--- src/sv/sbc_cbr_pkg.sv ---
// Shared types and constants for the SBC frame length and bitrate calculator.
package sbc_cbr_pkg;

  localparam int FLEN_W  = 11;  // frame length in bytes, up to 1032
  localparam int KBPS_W  = 15;  // bitrate in kbps, up to 24768
  localparam int SCALE_W = 9;   // sample rate in units of 100 Hz
  localparam int RATIO_W = 4;   // bands * blocks / 16: 1, 2, 3, 4, 6 or 8
  localparam int NUM_W   = 19;  // flen * scale + 10 * ratio
  localparam int DVD_W   = 17;  // numerator after the power-of-two shift
  localparam int QUO_W   = DVD_W;
  localparam int REM_W   = 4;   // divisor is 5 or 15
  localparam int NUM_CELLS = DVD_W;

  localparam logic [15:0] RATE_16K_HZ = 16'd16000;
  localparam logic [15:0] RATE_32K_HZ = 16'd32000;
  localparam logic [15:0] RATE_44K_HZ = 16'd44100;
  localparam logic [15:0] RATE_48K_HZ = 16'd48000;

  localparam logic [SCALE_W-1:0] RATE_16K_SCALE = 9'd160;
  localparam logic [SCALE_W-1:0] RATE_32K_SCALE = 9'd320;
  localparam logic [SCALE_W-1:0] RATE_44K_SCALE = 9'd441;
  localparam logic [SCALE_W-1:0] RATE_48K_SCALE = 9'd480;

  localparam logic [1:0] ALLOC_UNKNOWN  = 2'd0;
  localparam logic [1:0] ALLOC_SNR      = 2'd1;
  localparam logic [1:0] ALLOC_LOUDNESS = 2'd2;

  localparam logic [REM_W-1:0] DIV_BY_5  = 4'd5;
  localparam logic [REM_W-1:0] DIV_BY_15 = 4'd15;

  typedef struct packed {
    logic [7:0] rate_mode_byte;
    logic [7:0] blocks_bands_byte;
    logic [7:0] pool_low;
    logic [7:0] pool_high;
  } sbc_cbr_in_t;

  typedef struct packed {
    logic [15:0]       rate_hz;
    logic [1:0]        channel_count;
    logic              joint_flag;
    logic              dual_flag;
    logic [4:0]        block_count;
    logic [3:0]        band_count;
    logic [1:0]        alloc_kind;
    logic [FLEN_W-1:0] frame_len_low;
    logic [FLEN_W-1:0] frame_len_high;
    logic [KBPS_W-1:0] kbps_low;
    logic [KBPS_W-1:0] kbps_high;
    logic              invalid;
  } sbc_cbr_out_t;

  // Decoded fields that ride along the divider chain unchanged.
  typedef struct packed {
    logic [15:0]       rate_hz;
    logic [1:0]        channel_count;
    logic              joint_flag;
    logic              dual_flag;
    logic [4:0]        block_count;
    logic [3:0]        band_count;
    logic [1:0]        alloc_kind;
    logic [FLEN_W-1:0] frame_len_low;
    logic [FLEN_W-1:0] frame_len_high;
    logic              invalid;
  } sbc_cbr_info_t;

  typedef struct packed {
    sbc_cbr_info_t      info;
    logic [SCALE_W-1:0] scale;
    logic [RATIO_W-1:0] ratio;
  } sbc_cbr_front_t;

  typedef struct packed {
    logic [DVD_W-1:0] dvd;
    logic [REM_W-1:0] rem;
    logic [QUO_W-1:0] quo;
  } sbc_cbr_lane_t;

  typedef struct packed {
    sbc_cbr_info_t    info;
    logic [REM_W-1:0] divisor;
    sbc_cbr_lane_t    lo;
    sbc_cbr_lane_t    hi;
  } sbc_cbr_cell_t;

endpackage

--- src/sv/sbc_cbr_front.sv ---
// Front end: field decode, frame lengths, then bitrate numerator and divisor.
module sbc_cbr_front import sbc_cbr_pkg::*; (
  input  logic          clk,
  input  logic          rst,
  input  logic          up_valid,
  output logic          up_ready,
  input  sbc_cbr_in_t   up_data,
  output logic          valid,
  input  logic          down_ready,
  output sbc_cbr_cell_t data
);

  function automatic logic [FLEN_W-1:0] frame_len(input logic [FLEN_W-1:0] head,
                                                  input logic [5:0] mult,
                                                  input logic [13:0] extra,
                                                  input logic [7:0] pool);
    logic [13:0] bits;
    bits = 14'(mult) * 14'(pool) + extra;
    return head + FLEN_W'((bits + 14'd7) >> 3);
  endfunction

  // Stage 1: decode and frame lengths

  sbc_cbr_front_t dec;
  logic           per_chan;
  logic [5:0]     mult;
  logic [13:0]    extra;
  logic [FLEN_W-1:0] head;

  always_comb begin
    dec = '0;
    dec.info.channel_count = 2'd2;
    per_chan = 1'b0;

    priority if (up_data.rate_mode_byte[7]) begin
      dec.info.rate_hz = RATE_16K_HZ;
      dec.scale        = RATE_16K_SCALE;
    end else if (up_data.rate_mode_byte[6]) begin
      dec.info.rate_hz = RATE_32K_HZ;
      dec.scale        = RATE_32K_SCALE;
    end else if (up_data.rate_mode_byte[5]) begin
      dec.info.rate_hz = RATE_44K_HZ;
      dec.scale        = RATE_44K_SCALE;
    end else if (up_data.rate_mode_byte[4]) begin
      dec.info.rate_hz = RATE_48K_HZ;
      dec.scale        = RATE_48K_SCALE;
    end else begin
      dec.info.rate_hz = '0;
      dec.scale        = '0;
    end

    priority if (up_data.rate_mode_byte[3]) begin
      dec.info.channel_count = 2'd1;
      per_chan = 1'b1;
    end else if (up_data.rate_mode_byte[2]) begin
      dec.info.dual_flag = 1'b1;
      per_chan = 1'b1;
    end else if (up_data.rate_mode_byte[1]) begin
      per_chan = 1'b0;
    end else if (up_data.rate_mode_byte[0]) begin
      dec.info.joint_flag = 1'b1;
    end else begin
      per_chan = 1'b0;
    end

    priority if (up_data.blocks_bands_byte[7]) dec.info.block_count = 5'd4;
    else if (up_data.blocks_bands_byte[6])     dec.info.block_count = 5'd8;
    else if (up_data.blocks_bands_byte[5])     dec.info.block_count = 5'd12;
    else if (up_data.blocks_bands_byte[4])     dec.info.block_count = 5'd16;
    else                                       dec.info.block_count = 5'd0;

    priority if (up_data.blocks_bands_byte[3]) dec.info.band_count = 4'd4;
    else if (up_data.blocks_bands_byte[2])     dec.info.band_count = 4'd8;
    else                                       dec.info.band_count = 4'd0;

    priority if (up_data.blocks_bands_byte[1]) dec.info.alloc_kind = ALLOC_SNR;
    else if (up_data.blocks_bands_byte[0])     dec.info.alloc_kind = ALLOC_LOUDNESS;
    else                                       dec.info.alloc_kind = ALLOC_UNKNOWN;

    dec.info.invalid = (dec.info.band_count == 4'd0) || (dec.info.block_count == 5'd0);

    // Header: 4 bytes plus 4 bits of scale factor per band and channel.
    head = FLEN_W'(4) +
           FLEN_W'((6'(dec.info.band_count) * 6'(dec.info.channel_count)) >> 1);
    mult  = 6'(dec.info.block_count) * (per_chan ? 6'(dec.info.channel_count) : 6'd1);
    extra = dec.info.joint_flag ? 14'(dec.info.band_count) : 14'd0;

    dec.info.frame_len_low  = frame_len(head, mult, extra, up_data.pool_low);
    dec.info.frame_len_high = frame_len(head, mult, extra, up_data.pool_high);

    // bands * blocks / 16, zero when either count is missing
    dec.ratio = RATIO_W'(dec.info.band_count[3:2]) * RATIO_W'(dec.info.block_count[4:2]);
  end

  logic           s1_valid;
  sbc_cbr_front_t s1;
  logic           s1_ready;

  assign s1_ready = !valid || down_ready;
  assign up_ready = !s1_valid || s1_ready;

  always_ff @(posedge clk) begin
    if (rst) begin
      s1_valid <= 1'b0;
    end else if (up_ready) begin
      s1_valid <= up_valid;
    end
  end

  always_ff @(posedge clk) begin
    if (up_ready && up_valid) begin
      s1 <= dec;
    end
  end

  // Stage 2: kbps = floor((flen * scale + 10 * ratio) / (20 * ratio)).
  // Split 20 * ratio into 2^shift * divisor with divisor 5 or 15.

  logic [2:0]       shift;
  logic [REM_W-1:0] divisor;
  logic [19:0]      bias;
  logic [19:0]      prod_lo, prod_hi;
  logic [NUM_W-1:0] num_lo, num_hi;
  sbc_cbr_cell_t    prep;

  always_comb begin
    unique case (s1.ratio)
      4'd1:    begin shift = 3'd2; divisor = DIV_BY_5;  end
      4'd2:    begin shift = 3'd3; divisor = DIV_BY_5;  end
      4'd3:    begin shift = 3'd2; divisor = DIV_BY_15; end
      4'd4:    begin shift = 3'd4; divisor = DIV_BY_5;  end
      4'd6:    begin shift = 3'd3; divisor = DIV_BY_15; end
      4'd8:    begin shift = 3'd5; divisor = DIV_BY_5;  end
      default: begin shift = 3'd2; divisor = DIV_BY_5;  end
    endcase

    bias    = 20'(s1.ratio) * 20'd10;
    prod_lo = 20'(s1.info.frame_len_low) * 20'(s1.scale);
    prod_hi = 20'(s1.info.frame_len_high) * 20'(s1.scale);
    num_lo  = NUM_W'(prod_lo + bias);
    num_hi  = NUM_W'(prod_hi + bias);

    prep         = '0;
    prep.info    = s1.info;
    prep.divisor = divisor;
    prep.lo.dvd  = DVD_W'(num_lo >> shift);
    prep.hi.dvd  = DVD_W'(num_hi >> shift);
  end

  always_ff @(posedge clk) begin
    if (rst) begin
      valid <= 1'b0;
    end else if (s1_ready) begin
      valid <= s1_valid;
    end
  end

  always_ff @(posedge clk) begin
    if (s1_ready && s1_valid) begin
      data <= prep;
    end
  end

endmodule

--- src/sv/sbc_cbr_cell.sv ---
// One restoring-division step for both bitpool lanes, with its own stage register.
module sbc_cbr_cell import sbc_cbr_pkg::*; (
  input  logic          clk,
  input  logic          rst,
  input  logic          up_valid,
  output logic          up_ready,
  input  sbc_cbr_cell_t up_data,
  output logic          valid,
  input  logic          down_ready,
  output sbc_cbr_cell_t data
);

  function automatic sbc_cbr_lane_t div_step(input sbc_cbr_lane_t lane,
                                             input logic [REM_W-1:0] divisor);
    sbc_cbr_lane_t  res;
    logic [REM_W:0] trial;
    logic           fits;
    trial = {lane.rem, lane.dvd[DVD_W-1]};
    fits  = trial >= {1'b0, divisor};
    res.rem = fits ? REM_W'(trial - {1'b0, divisor}) : trial[REM_W-1:0];
    res.quo = {lane.quo[QUO_W-2:0], fits};
    res.dvd = {lane.dvd[DVD_W-2:0], 1'b0};
    return res;
  endfunction

  sbc_cbr_cell_t data_next;

  always_comb begin
    data_next    = up_data;
    data_next.lo = div_step(up_data.lo, up_data.divisor);
    data_next.hi = div_step(up_data.hi, up_data.divisor);
  end

  // Advance when this slot is empty or its content moves on.
  assign up_ready = !valid || down_ready;

  always_ff @(posedge clk) begin
    if (rst) begin
      valid <= 1'b0;
    end else if (up_ready) begin
      valid <= up_valid;
    end
  end

  always_ff @(posedge clk) begin
    if (up_ready && up_valid) begin
      data <= data_next;
    end
  end

endmodule

--- src/sv/sbc_config_bitrate_calc_top.sv ---
// Top level of the SBC capability decoder and frame length / bitrate calculator.
//
// Input channel (item_valid / item_ready / item): one transfer carries the four
// capability bytes and both bitpools. Output channel (result_valid /
// result_ready / result): one transfer per input item with the decoded fields,
// frame lengths for both bitpools and both bitrates in kbps, rounded half up.
//
// An item passes 19 register stages: two front stages (decode and frame
// length, then the bitrate numerator multiply) and a chain of 17 division
// cells, one quotient bit each. Throughput is one item per cycle while
// result_ready is high, set by the cell chain, which holds one item in
// every stage.
//
// Each stage moves on whenever its successor is empty or moving, so bubbles
// close up. When the receiver stalls, the last cell holds its result and
// the chain keeps taking items until every stage is full; item_ready then
// drops until result_ready returns.
//
// Reset (rst, synchronous) empties every stage; no item is in flight after it.
module sbc_config_bitrate_calc_top import sbc_cbr_pkg::*; (
  input  logic         clk,
  input  logic         rst,
  input  logic         item_valid,
  output logic         item_ready,
  input  sbc_cbr_in_t  item,
  output logic         result_valid,
  input  logic         result_ready,
  output sbc_cbr_out_t result
);

  // Handshake and data along the chain: slot 0 is the front end's output,
  // slot NUM_CELLS is the last cell, which also serves as output register.
  logic          chain_valid [NUM_CELLS+1];
  logic          chain_ready [NUM_CELLS+1];
  sbc_cbr_cell_t chain_data  [NUM_CELLS+1];

  sbc_cbr_front u_front (
    .clk        (clk),
    .rst        (rst),
    .up_valid   (item_valid),
    .up_ready   (item_ready),
    .up_data    (item),
    .valid      (chain_valid[0]),
    .down_ready (chain_ready[0]),
    .data       (chain_data[0])
  );

  for (genvar i = 0; i < NUM_CELLS; i++) begin : g_cell
    sbc_cbr_cell u_cell (
      .clk        (clk),
      .rst        (rst),
      .up_valid   (chain_valid[i]),
      .up_ready   (chain_ready[i]),
      .up_data    (chain_data[i]),
      .valid      (chain_valid[i+1]),
      .down_ready (chain_ready[i+1]),
      .data       (chain_data[i+1])
    );
  end

  assign chain_ready[NUM_CELLS] = result_ready;
  assign result_valid           = chain_valid[NUM_CELLS];

  // Assemble the result; drop the bitrates when a count is missing.
  sbc_cbr_cell_t last;

  always_comb begin
    last = chain_data[NUM_CELLS];
    result.rate_hz        = last.info.rate_hz;
    result.channel_count  = last.info.channel_count;
    result.joint_flag     = last.info.joint_flag;
    result.dual_flag      = last.info.dual_flag;
    result.block_count    = last.info.block_count;
    result.band_count     = last.info.band_count;
    result.alloc_kind     = last.info.alloc_kind;
    result.frame_len_low  = last.info.frame_len_low;
    result.frame_len_high = last.info.frame_len_high;
    result.invalid        = last.info.invalid;
    result.kbps_low       = last.info.invalid ? '0 : last.lo.quo[KBPS_W-1:0];
    result.kbps_high      = last.info.invalid ? '0 : last.hi.quo[KBPS_W-1:0];
  end

endmodule
--- config.mk ---
export PLATFORM = sky130hd
export DESIGN_NAME = sbc_config_bitrate_calc_top
export DESIGN_NICKNAME = d
export VERILOG_FILES = /design/src/sv/sbc_cbr_pkg.sv /design/src/sv/sbc_cbr_front.sv /design/src/sv/sbc_cbr_cell.sv /design/src/sv/sbc_config_bitrate_calc_top.sv
export SDC_FILE = /design/constraint.sdc
export NUM_CORES = 2
export LEC_CHECK = 0
export BUFFER_PORTS_ARGS = -buffer_cell sky130_fd_sc_hd__buf_2
export CORE_UTILIZATION = 30
export DETAILED_ROUTE_END_ITERATION = 16
export SLEW_MARGIN = 5
export SYNTH_ARGS = -nofsm -noshare
export SYNTH_HDL_FRONTEND = slang
export SYNTH_SLANG_ARGS = --single-unit
--- constraint.sdc ---
create_clock -name clk -period 21.3 [get_ports clk]
set_input_delay 4.26 -clock clk [delete_from_list [all_inputs] [get_ports clk]]
set_output_delay 4.26 -clock clk [all_outputs]
set_load 0.02 [all_outputs]
; After elaboration in Yosys (flattened, before gate mapping)
; Cells that the tools add are included.
[totals]
reg_bits = 1800
elab_cells = 542
[op_classes]
add_sub_neg = 41
mul = 8
magnitude_cmp = 34
eq_ne = 5
n_shift = 2
muxes = 58
n_reduce_logical = 64
[op_table]
columns = operator, n
row1 = 5-bit by 4-bit >= comparator with 1-bit output, 32
row2 = 4-bit 2-to-1 mux, 34
row3 = 4-bit subtractor, 30
row4 = 15-bit 2-to-1 mux, 3
row5 = 19-bit by 8-bit adder with 19-bit output, 2
row6 = 11-bit by 9-bit multiplier with 19-bit output, 2
row7 = 19-bit by 3-bit >> shifter with 17-bit output, 2
row8 = 16-bit 2-to-1 mux, 2
row9 = 14-bit adder, 2
row10 = "14-bit by 3-bit adder with 14-bit output, second input constant", 2
row11 = 6-bit by 8-bit multiplier with 14-bit output, 2
row12 = 9-bit 2-to-1 mux, 3
row13 = 11-bit adder, 2
row14 = 1-bit logical OR, 20
row15 = 5-bit 2-to-1 mux, 4
row16 = 1-bit logical AND, 19
row17 = 1-bit logical NOT, 19
row18 = 3-bit case mux with 3 select lines, 1
row19 = "4-bit by 2-bit == test with 1-bit output, second input constant", 2
row20 = "4-bit by 3-bit == test with 1-bit output, second input constant", 2
row21 = 1-bit by 4-bit >= comparator with 1-bit output, 2
row22 = 2-bit 2-to-1 mux, 4
row23 = 1-bit by 4-bit subtractor with 4-bit output, 2
row24 = "4-bit by 3-bit multiplier with 7-bit output, second input constant", 1
row25 = other kinds (10), 18

; Logic depth before layout (Yosys ltp)
[logic_depth]
word_depth = 21
depth_mapped = 26

; Cells and area by module
; A second synthesis with hierarchy kept.
[hier_totals]
hier_cells = 4699
area_unflattened_um2 = 89837.4
[by_module_without_submodules]
columns = mod, instances, cells_each, area_each_um2, seq_area_each_um2
row1 = sbc_cbr_cell (g_cell[0].u_cell ...), 12, 193, 4436.8, 3983.8
row2 = sbc_cbr_cell (g_cell[5].u_cell ...), 5, 193, 4428.0, 3983.8
row3 = sbc_cbr_front, 1, 1385, 14174.8, 3793.6
row4 = sbc_config_bitrate_calc_top, 1, 33, 281.5, 0.0

; Worst setup path after synthesis
; Ideal clock, no wire load.
[synth_path]
path_type = input-to-reg
from = in result_ready
to = reg g_cell[4].u_cell.data[0] (netlist bit), enable pin
setup_time_ns = 0.644
arrival_ns = 11.082
required_ns = 20.656
setup_slack_ns = 9.574
cell_stages = 6
path_cell_list = and3b_1 -> and3_1 -> and3_1 -> and3_1 -> clkbuf_1 -> a21boi_0
[synth_between]
elab_chain_cells = 14
[synth_rtl]
columns = item, line_no
row1 = from (decl), sbc_config_bitrate_calc_top.sv:27  ; input logic result_ready,
row2 = 1-bit logical OR (13 in series), sbc_cbr_cell.sv:35  ; assign up_ready = !valid || down_ready;
row3 = 1-bit logical AND, sbc_cbr_cell.sv:46  ; if (up_ready && up_valid) begin
row4 = to (signal assigned), sbc_cbr_cell.sv:47  ; data <= data_next;
row5 = to (decl), sbc_cbr_cell.sv:10  ; output sbc_cbr_cell_t data
; No other way between the ends.
; A chain may end at the register's enable or synchronous reset.

; Worst setup path after layout
[layout_path]
from = in result_ready
to = out item_ready
[layout_between]
elab_chain_cells = 19
[layout_rtl]
columns = item, line_no
row1 = 1-bit logical OR (17 in series), sbc_cbr_cell.sv:35
row2 = 1-bit logical OR, sbc_cbr_front.sv:99  ; assign s1_ready = !valid || down_ready;
row3 = 1-bit logical OR, sbc_cbr_front.sv:100  ; assign up_ready = !s1_valid || s1_ready;
row4 = to (decl), sbc_config_bitrate_calc_top.sv:24  ; output logic item_ready,
; No other way between the ends.

==> results.yml <==
status:
  outcome: "completed"
logic_synthesis:
  synth_cell_types: 71
  synth_cells: 3384
  async_reset_ff_share_pct: 0
  ys_seq_area_share_pct: 75.1
  ys_ff_latch: 1504
  mappedNetlistArea_um2: 59900
  synth_ff_type: "edfxtp_1"
  yosys_warnings: 0
  synth_edf_count: 1485
  synth_area_per_cell_um2: 17.7
clock_network:
  ctsHoldBuffers: 0
  numCtsBuffers: 156
  cts.sinks: 1504
  cts.clk_slew.worst_paths_ps: 60
  clockRootBuffer: "clkbuf_16"
  clk_latency_ps: 770
  cts_tree: "yes"
  cts-resized-gates: 0
  h-tree-depth: 4
  post-cts-setup-buffers: 0
  clockBufferDepth: 3
power:
  power.density_nw_per_um2: 123
  finalPower_mw: 8.41
  ir_drop_uv: 116
  cellLeakagePower_nw: 24.4
global_routing:
  grt_use_met1_pct: 10.7
  grt_pass1_wl_um: 139000
  antenna_found_initial: 4
  top_usage_layer: "met2"
  grt_max_degree: 68
  grt.total_usage_pct: 8.54
  grt_pass1_vias: 26800
  globalRouteOverflowTotal: 0
  grt_use_met2_pct: 14.5
  grtUsageMet3_pct: 1.98
drt:
  routedWlPerCell_um: 13.5
  via_count: 25700
  routed_wirelength_um: 85800
  ant_nets: 0
  first_iter_violations: 1327
  dr.pass1.iters: 5
  drc: 0
  vias_per_cell: 4.06
final_layout:
  area_growth_pct: 14.6
  final_nets: 4054
  final_common_cell: "edfxtp_1"
  instances_no_fill: 6344
  final_cell_mix: "edfxtp_1 (1485), ha_1 (289), inv_1 (269)"
  antenna_cells: 0
  final_area_um2: 68600
  final_layout_size_suffix_gt1_share_pct: 10.9
timing:
  tightest_slew_ps: 1000
  rsz0062_at_grt: "false"
  setup_viol: 0
  slew-limit-headroom_pct: 33.3
  fmax_mhz: 97.8
  hold_viol: 0
  period_needed_ps: 10230
  skew_ps: 63.9
  tns_ps: 0
  drv_slew: 0
  fin_crit_sh_pct: 48.0
  finalWorstSetupSlack_ps: 11070
critical_path:
  worstPathMaxFanout: 7
  path_common_cell: "buf_2"
  crit_type: "in -> out"
  required_ps: 17040
  slowest_stage: "and3_1"
  worstPathCellList: "buf_2, and3b_1, and3_1, nand3_1, nor3_1, buf_4, nand4_1, buf_2"
  critPathMaxStageDelay_ps: 380
  crit_family: "simple AND/OR/NAND/NOR gates"
  crit_arrival_ps: 5970
  cp.buffers_inverters: 3
  end_kind: "primary output"
  start_kind: "primary input"
place:
  dp_hpwl_um: 58400
  dp_cells: 6062
  placed_area_um2: 63500
  io_buffers: 112
  gp_congestion: 0.772
  place_ws_ps: 11080
die:
  num_io_pins: 122
  fp.dieW_um: 449
  start_util_pct: 30.3
  core_um2: 198000
  die_y_um: 449
  rows: 163
  dieArea_um2: 201000
job:
  drv_cap: 0
min_path:
  hold_class: "reg -> reg"
## flip-flops by register name, summed over array words and instances (netlist names)
signal,cells
g_cell.u_cell.data,1360
g_cell.u_cell.valid,17
u_front.data,77
u_front.prep,40
u_front.s1,8
u_front.s1_valid,1
u_front.valid,1
## where the power goes
part | internal [mW] | switching [mW] | leakage, nW | total [mW]
Sequential | 3.39 | 0.0427 | 13.6 | 3.43
Clock | 1.54 | 1.11 | 2.46 | 2.65
Combinational | 0.979 | 1.35 | 8.35 | 2.33
## path summary, 6_finish.rpt
path                         startpoint                         end  slack (ps)  depth (start not counted)
max                        result_ready                  item_ready       11070                          8
min          g_cell[5].u_cell.data[113]  g_cell[6].u_cell.data[113]         380                          0
min reg2reg  g_cell[5].u_cell.data[113]  g_cell[6].u_cell.data[113]         380                          0
max reg2reg               u_front.s1[7]            u_front.data[34]       15180                         17
## Yosys cell counts (24+ instances only)
cell type / number / share of area [%]
a21o_1: 41 / 0.51
a21oi_1: 130 / 1.1
a311o_1: 26 / 0.43
and2_1: 130 / 1.4
buf_4: 54 / 0.68
clkbuf_1: 50 / 0.31
edfxtp_1: 1485 / 74
fa_1: 149 / 5.0
ha_1: 289 / 6.0
inv_1: 269 / 1.7
mux2i_1: 24 / 0.40
nand2_1: 108 / 0.68
nand2b_1: 32 / 0.33
nor2_1: 137 / 0.86
nor2b_1: 47 / 0.49
o21ai_0: 26 / 0.22
xnor2_1: 97 / 1.4
xor2_1: 53 / 0.78
## layout make-up
type                            count  area (um2)
Inverter                          269        1010
Tap cell                         2640        3300
Sequential cell                  1504       45000
Clock inverter                     76         932
Clock buffer                      206        4170
Fill cell                       18700      129000
Multi-Input combinational cell   1508       13500
Timing Repair Buffer              141         778
## through the flow
step	hold slack [ps]	util, %
2_1_floorplan	400	-
3_3_place_gp	401	32.1
3_5_place_dp	405	32.1
4_1_cts	383	34.7
5_1_grt	397	34.7
6_report	379	34.7
## per-layer routing
metal / part of all wire (%) / wire (um)
met1: 46 / 39100
met2: 48 / 41300
met3: 3.9 / 3370
met4: 2.4 / 2040
met5: 0 / 0
## kinds of logic (layout without fill, tap and decap cells)
| family | Yosys count | in the layout | share of synthesized area, % |
|---|---|---|---|
| AO/OA/AOI/OAI | 323 | 323 | 3.61 |
| XOR/XNOR | 150 | 150 | 2.19 |
| adder cells (fa/ha/maj) | 438 | 438 | 11.0 |
| buffers and inverters | 380 | 692 | 2.79 |
| flip-flops | 1504 | 1504 | 75.1 |
| multiplexers | 25 | 25 | 0.420 |
| other | 1 | 9 | 0.00626 |
| AND/OR/NAND/NOR | 563 | 563 | 4.86 |
## worst register-to-register path, stage by stage (launching register included)
cell       delay (ps)
edfxtp_1          920
nand2_1           250
inv_1             200
fa_1              410
ha_1              290
inv_1              50
fa_1              500
fa_1              540
inv_1              50
fa_1              470
ha_1              360
a21oi_1           230
o211ai_2          160
a2111oi_4         420
nor2_2            110
or4b_4            530
a31oi_2           200
o22ai_1           120
No activity file was read; power rests on OpenSTA's default activity.
